File: config.mk
export PLATFORM = sky130hd
export DESIGN_NAME = tcf_ctrl
export DESIGN_NICKNAME = d
export VERILOG_FILES = /design/src/sv/assert_macros.svh /design/src/sv/tcf_pkg.sv /design/src/sv/tcf_ctrl.sv
export SDC_FILE = /design/constraint.sdc
export NUM_CORES = 1
export LEC_CHECK = 0
export BUFFER_PORTS_ARGS = -buffer_cell sky130_fd_sc_hd__clkbuf_2
export CORE_AREA = 2 2 39 41
export CTS_CLUSTER_SIZE = 16
export DETAILED_ROUTE_END_ITERATION = 8
export DIE_AREA = 0 0 41 43
export HOLD_SLACK_MARGIN = 0.03
export PLACE_DENSITY_LB_ADDON = 0.08
export SYNTH_ARGS = -nofsm -noshare
export SYNTH_HDL_FRONTEND = slang
export SYNTH_SLANG_ARGS = --single-unit
File: constraint.sdc
create_clock -name clk_i -period 3.8 [get_ports clk_i]
set_clock_uncertainty 0.05 [all_clocks]
set_input_delay 0.95 -clock clk_i [delete_from_list [all_inputs] [get_ports clk_i]]
set_output_delay 0.95 -clock clk_i [all_outputs]
set_load 0.05 [all_outputs]
File: src/sv/assert_macros.svh
// Assertion helpers shared by the RTL. Bodies vanish when SYNTH is defined.
`ifndef ASSERT_MACROS_SVH
`define ASSERT_MACROS_SVH

`ifndef SYNTH
// Same-cycle implication, checked at each rising clock edge outside reset.
`define ASSERT_IMPLIES(lbl, clk, rst_n, ante, cons) \
  lbl: assert property (@(posedge clk) disable iff (!rst_n) (ante) |-> (cons)) \
    else $error("implication check failed");
// Next-cycle implication.
`define ASSERT_NEXT(lbl, clk, rst_n, ante, cons) \
  lbl: assert property (@(posedge clk) disable iff (!rst_n) (ante) |=> (cons)) \
    else $error("next-cycle check failed");
`else
`define ASSERT_IMPLIES(lbl, clk, rst_n, ante, cons)
`define ASSERT_NEXT(lbl, clk, rst_n, ante, cons)
`endif

`endif

File: src/sv/tcf_pkg.sv
`default_nettype none
package tcf_pkg;

  localparam int unsigned SAMPLE_W    = 16;
  localparam int unsigned ANGLE_W     = 17;
  localparam int unsigned ACC_W       = 18;
  localparam int unsigned DUTY_W      = 8;
  localparam int unsigned S_DATA_W    = 96;
  localparam int unsigned M_DATA_W    = 64;
  localparam int unsigned DIV_W       = 42;
  localparam int unsigned QUO_W       = 24;
  localparam int unsigned DIV_CNT_W   = 5;
  localparam int unsigned TAB_IDX_W   = 5;
  localparam int unsigned CFG_IDX_W   = 2;
  localparam int unsigned CTRL_W      = 34;
  localparam int unsigned DNUM_W      = 12;

  localparam logic signed [ANGLE_W-1:0] ANGLE_LIMIT = 17'sd46080;
  localparam logic signed [ACC_W-1:0]   HALF_TURN   = 18'sd23040;

  // Register reset values.
  localparam logic [15:0] BLEND_RST = 16'd49676;
  localparam logic [15:0] TSTEP_RST = 16'd10925;
  localparam logic [15:0] GAIN_RST  = 16'd256;
  localparam logic [15:0] SCALE_RST = 16'd131;

  // Duty window on the control value (1/32768 degree) and duty formula terms.
  // The offset is 180 degrees plus the whole part of the bias term; the
  // fractional part of the bias never carries into the quotient. The duty is
  // then the offset control over 1408, taken as a shift by 7 and a
  // reciprocal multiply for the division by 11.
  localparam logic signed [CTRL_W-1:0] WIN_LO      = -34'sd5852364;
  localparam logic signed [CTRL_W-1:0] WIN_HI      = -34'sd5636096;
  localparam logic signed [CTRL_W-1:0] DUTY_OFFSET = 34'sd5924454;
  localparam logic [12:0]              DUTY_RECIP  = 13'd5958;

  localparam logic [DIV_CNT_W-1:0] GYRO_DIV_STEPS = 5'd24;

  typedef enum logic [CFG_IDX_W-1:0] {
    CFG_BLEND = 2'd0,
    CFG_TSTEP = 2'd1,
    CFG_GAIN  = 2'd2,
    CFG_SCALE = 2'd3
  } cfg_idx_e;

  typedef enum logic [1:0] {
    AXIS_X = 2'd0,
    AXIS_Y = 2'd1,
    AXIS_Z = 2'd2
  } axis_e;

  typedef struct packed {
    logic  in_load;
    axis_e axis;
    logic  axis_start;
    logic  div_gyro;
    logic  blend_mul1;
    logic  blend_mul2;
    logic  blend_write;
    logic  ctrl_mul;
    logic  duty_num;
    logic  duty_write;
    logic  out_load;
  } tcf_cmd_t;

  typedef struct packed {
    logic div_busy;
    logic cor_busy;
    logic in_window;
    logic out_busy;
  } tcf_sts_t;

  // Arctangent of 2^-i in 1/65536 degree.
  function automatic logic [22:0] cordic_atan(input logic [TAB_IDX_W-1:0] idx);
    logic [22:0] v;
    case (idx)
      5'd0:  v = 23'd2949120;
      5'd1:  v = 23'd1740967;
      5'd2:  v = 23'd919879;
      5'd3:  v = 23'd466945;
      5'd4:  v = 23'd234379;
      5'd5:  v = 23'd117304;
      5'd6:  v = 23'd58666;
      5'd7:  v = 23'd29335;
      5'd8:  v = 23'd14668;
      5'd9:  v = 23'd7334;
      5'd10: v = 23'd3667;
      5'd11: v = 23'd1833;
      5'd12: v = 23'd917;
      5'd13: v = 23'd458;
      5'd14: v = 23'd229;
      5'd15: v = 23'd115;
      5'd16: v = 23'd57;
      5'd17: v = 23'd29;
      5'd18: v = 23'd14;
      5'd19: v = 23'd7;
      5'd20: v = 23'd4;
      5'd21: v = 23'd2;
      5'd22: v = 23'd1;
      default: v = 23'd0;
    endcase
    return v;
  endfunction

endpackage
`default_nettype wire

File: src/sv/tcf_ctrl.sv
`default_nettype none
// Sequencer: three axes through divider, CORDIC and blend, then the duty path.
module tcf_ctrl (
  input  wire logic                clk_i,
  input  wire logic                rst_ni,
  input  wire logic                s_tvalid_i,
  output logic                     s_tready_o,
  input  wire tcf_pkg::tcf_sts_t   sts_i,
  output tcf_pkg::tcf_cmd_t        cmd_o
);
  import tcf_pkg::*;

  typedef enum logic [3:0] {
    ST_IDLE, ST_GMUL, ST_DLOAD, ST_ITER, ST_BMUL1, ST_BMUL2, ST_BWRITE,
    ST_CMUL, ST_WIN, ST_NUM, ST_DWRITE, ST_FIN
  } state_e;

  state_e state_q;
  axis_e  axis_q;

  assign s_tready_o = state_q == ST_IDLE;

  // State and axis register.
  always_ff @(posedge clk_i or negedge rst_ni) begin
    if (!rst_ni) begin
      state_q <= ST_IDLE;
      axis_q  <= AXIS_X;
    end else begin
      case (state_q)
        ST_IDLE: begin
          if (s_tvalid_i) begin
            state_q <= ST_GMUL;
            axis_q  <= AXIS_X;
          end
        end
        ST_GMUL:  state_q <= ST_DLOAD;
        ST_DLOAD: state_q <= ST_ITER;
        ST_ITER: begin
          if (!sts_i.div_busy && !sts_i.cor_busy) begin
            state_q <= ST_BMUL1;
          end
        end
        ST_BMUL1: state_q <= ST_BMUL2;
        ST_BMUL2: state_q <= ST_BWRITE;
        ST_BWRITE: begin
          case (axis_q)
            AXIS_X: begin
              axis_q  <= AXIS_Y;
              state_q <= ST_GMUL;
            end
            AXIS_Y: begin
              axis_q  <= AXIS_Z;
              state_q <= ST_GMUL;
            end
            default: state_q <= ST_CMUL;
          endcase
        end
        ST_CMUL:   state_q <= ST_WIN;
        ST_WIN:    state_q <= sts_i.in_window ? ST_NUM : ST_FIN;
        ST_NUM:    state_q <= ST_DWRITE;
        ST_DWRITE: state_q <= ST_FIN;
        ST_FIN: begin
          if (!sts_i.out_busy) begin
            state_q <= ST_IDLE;
          end
        end
        default: state_q <= ST_IDLE;
      endcase
    end
  end

  // Command decode.
  always_comb begin
    cmd_o             = '0;
    cmd_o.axis        = axis_q;
    cmd_o.in_load     = (state_q == ST_IDLE) && s_tvalid_i;
    cmd_o.axis_start  = state_q == ST_GMUL;
    cmd_o.div_gyro    = state_q == ST_DLOAD;
    cmd_o.blend_mul1  = state_q == ST_BMUL1;
    cmd_o.blend_mul2  = state_q == ST_BMUL2;
    cmd_o.blend_write = state_q == ST_BWRITE;
    cmd_o.ctrl_mul    = state_q == ST_CMUL;
    cmd_o.duty_num    = state_q == ST_NUM;
    cmd_o.duty_write  = state_q == ST_DWRITE;
    cmd_o.out_load    = (state_q == ST_FIN) && !sts_i.out_busy;
  end

endmodule
`default_nettype wire

==> flow_metrics.env <==
export IMPL_run_status="complete, no violations"
export IMPL_antenna_found_initial=0
export IMPL_initial_utilization_pct=32.19
export IMPL_syn_warnings=0
export IMPL_final_setup_tns_ns=0
export IMPL_synth_seq_area_share_pct=33.71
export IMPL_core_rowCount=14
export IMPL_required_ns=2.80
export IMPL_timing_worst_slew_pin_value_ns=0.4607
export IMPL_place_worst_setup_slack_ns=1.272
export IMPL_pwr_density_cell_nw_per_um2=957.9
export IMPL_synth_seq_cells=6
export IMPL_postCtsSetupRepairBufs=0
export IMPL_drive_gt1_share_pct=38.36
export IMPL_grt_start_max_net_pins=15
export IMPL_syn_nets=61
export IMPL_drt_wl_total_um=1056
export IMPL_crit_type="reg -> out"
export IMPL_design_portCount=20
export IMPL_hold_violations=0
export IMPL_critical_path_peak_fanout=12
export IMPL_hpwlAfterDp_um=758.8
export IMPL_nFillCells=147
export IMPL_dr_first_iter_drc_count=13
export IMPL_post_route_min_period_ns=2.681
export IMPL_floorplan_die_area_sq_um=1763
export IMPL_netlist_instances=54
export IMPL_firstDrtPassIters=4
export IMPL_die_x_um=41
export IMPL_grt_pass1_wl_um=1497
export IMPL_vias_per_cell=5.067
export IMPL_cts_resized=0
export IMPL_cts_root_buffer="clkbuf_4"
export IMPL_antenna_violating_nets_remaining=0
export IMPL_hold_path_class="in -> async"
export IMPL_timing_final_ws_setup_ns=1.119
export IMPL_clock_sink_count=6
export IMPL_cts_reportedPaths_clkPinSlew_ns=0.04
export IMPL_synth_cell_types=25
export IMPL_diodes=0
export IMPL_place_congestion=0.6786
export IMPL_tritoncts="built"
export IMPL_post_synth_cell_area_avg_sq_um=8.249
export IMPL_final_net_count=82
export IMPL_grt_pass1_vias=365
export IMPL_globalRoute_totalOverflow=0
export IMPL_setup_viol_count_final=0
export IMPL_crit_arrival_ns=1.68
export IMPL_cts_max_level=1
export IMPL_route_vias_total=451
export IMPL_cts_max_path_buffers=2
export IMPL_worst_slew_margin_rel_pct=69.29
export IMPL_power_uw=545.3
export IMPL_syn_cell_area_sq_um=445.4
export IMPL_average_wire_length_per_cell_after_detail_routing_um=11.87
export IMPL_grt_setup_unrepaired="false"
export IMPL_cts_made_buffers=3
export IMPL_io_buffers=19
export IMPL_number_of_pins_exceeding_their_max_slew_limit_in_the_final_report=0
export IMPL_area_grow_syn2layout_pct=27.81
export IMPL_layout_cells_most_common_list="19 x clkbuf_2, 7 x nor2_1, 6 x nor3_1, 6 x dfrtp_1, 5 x inv_1"
export IMPL_final_min_period_over_clock_period_pct=70.55
export IMPL_cts_hold_buffers=0
export IMPL_most_common_cell_after_layout_fill_and_taps_aside="clkbuf_2"
export IMPL_postLayoutCoreUtil_pct=41.14
export IMPL_worst_setup_path_start_kind="register"
export IMPL_core_area_sq_um=1384
export IMPL_die_height_um=43
export IMPL_clk_latency_ns=0.25
export IMPL_vdd_drop_max_mv=0.2624
export IMPL_max_freq_mhz=373.0
export IMPL_grt_usage_pct=12.45
export IMPL_critical_path_endpoint_type="output port"
export IMPL_route_detailed_drc=0
export IMPL_max_cap_violations=0
export IMPL_cellLeakagePower_uw=0.0002678
==> cell families after synthesis <==
family / after synthesis / synth area share (%)
compound gates: 12 / 19.10
buf+inv: 8 / 7.303
flops: 6 / 33.71
simple gates: 28 / 39.89
==> metrics by stage <==
stage / instance area [sq um] / instances / hold WS [ns]
floorplan: 445.4 / 54 / 0.5475
global placement: 546.8 / 86 / 0.5015
detailed placement: 546.8 / 86 / 0.4913
CTS: 569.3 / 89 / 0.4708
global route: 569.3 / 89 / 0.4612
finish: 569.3 / 89 / 0.4681
==> flip-flops by register name, summed over array words and instances, names as in the netlist <==
signal   cells
state_q      4
axis_q       2
==> critical path: stages (launching register included) <==
cell	delay [ns]
dfrtp_1	0.54
nor4_4	0.42
and2_1	0.20
clkbuf_2	0.28
==> routing by layer <==
layer  track usage [%]  vias up  part of all wire [%]
met3             3.141        2                   3.3
li1                  -      230                     -
met2             15.31        7                    46
met5                 0        -                     0
met4             8.000        0                   1.6
met1             18.48      212                    48
==> worst paths after layout <==
check	from	end	slack, ns	depth (start not counted)
hold reg to reg	axis_q[0]$_DFFE_PN0P_	axis_q[1]$_DFFE_PN0P_	0.50	2
setup / recovery	state_q[0]$_DFFE_PN0P_	cmd_o[11]	1.12	3
setup reg to reg	state_q[0]$_DFFE_PN0P_	state_q[2]$_DFFE_PN0P_	2.25	3
hold / removal	rst_ni	state_q[1]$_DFFE_PN0P_	0.47	1
max in group asynchronous	rst_ni	axis_q[0]$_DFFE_PN0P_	3.08	1
min in group clk_i	axis_q[0]$_DFFE_PN0P_	axis_q[1]$_DFFE_PN0P_	0.50	2
==> cells in the mapped netlist (all sizes together) <==
cell | instances | area share, %
a21oi | 2 | 2.2
a221oi | 2 | 5.3
a31o | 2 | 3.9
and2 | 1 | 1.4
and4bb | 1 | 2.8
buf | 2 | 2.2
clkbuf | 1 | 0.84
dfrtp | 6 | 34
inv | 5 | 4.2
nand2 | 4 | 5.1
nand2b | 1 | 1.4
nor2 | 7 | 5.9
nor2b | 3 | 4.2
nor3 | 6 | 6.7
nor4 | 2 | 6.2
nor4b | 1 | 2.0
o21a | 1 | 1.7
o21ai | 4 | 4.5
o22ai | 1 | 1.4
or2b | 1 | 1.7
or4 | 1 | 2.5
==> where the power goes <==
part           switching (uW)  total, uW  leakage, uW  internal (uW)
combinational             217        321     0.000177            104
clock                    24.2       60.0    0.0000138           35.8
sequential               74.4        165    0.0000767           90.1
total                     315        545     0.000268            230
==> layout make-up <==
type                       count  area (sq um)  share of cell area [%]
multi-input combinational     40         262.8                   46.15
sequential                     6         150.1                   26.37
timing repair buffer          19         95.09                   16.70
clock buffer                   3         22.52                   3.956
tap                           16         20.02                   3.516
inverter                       5         18.77                   3.297
No activity file was read; power rests on OpenSTA's default activity.
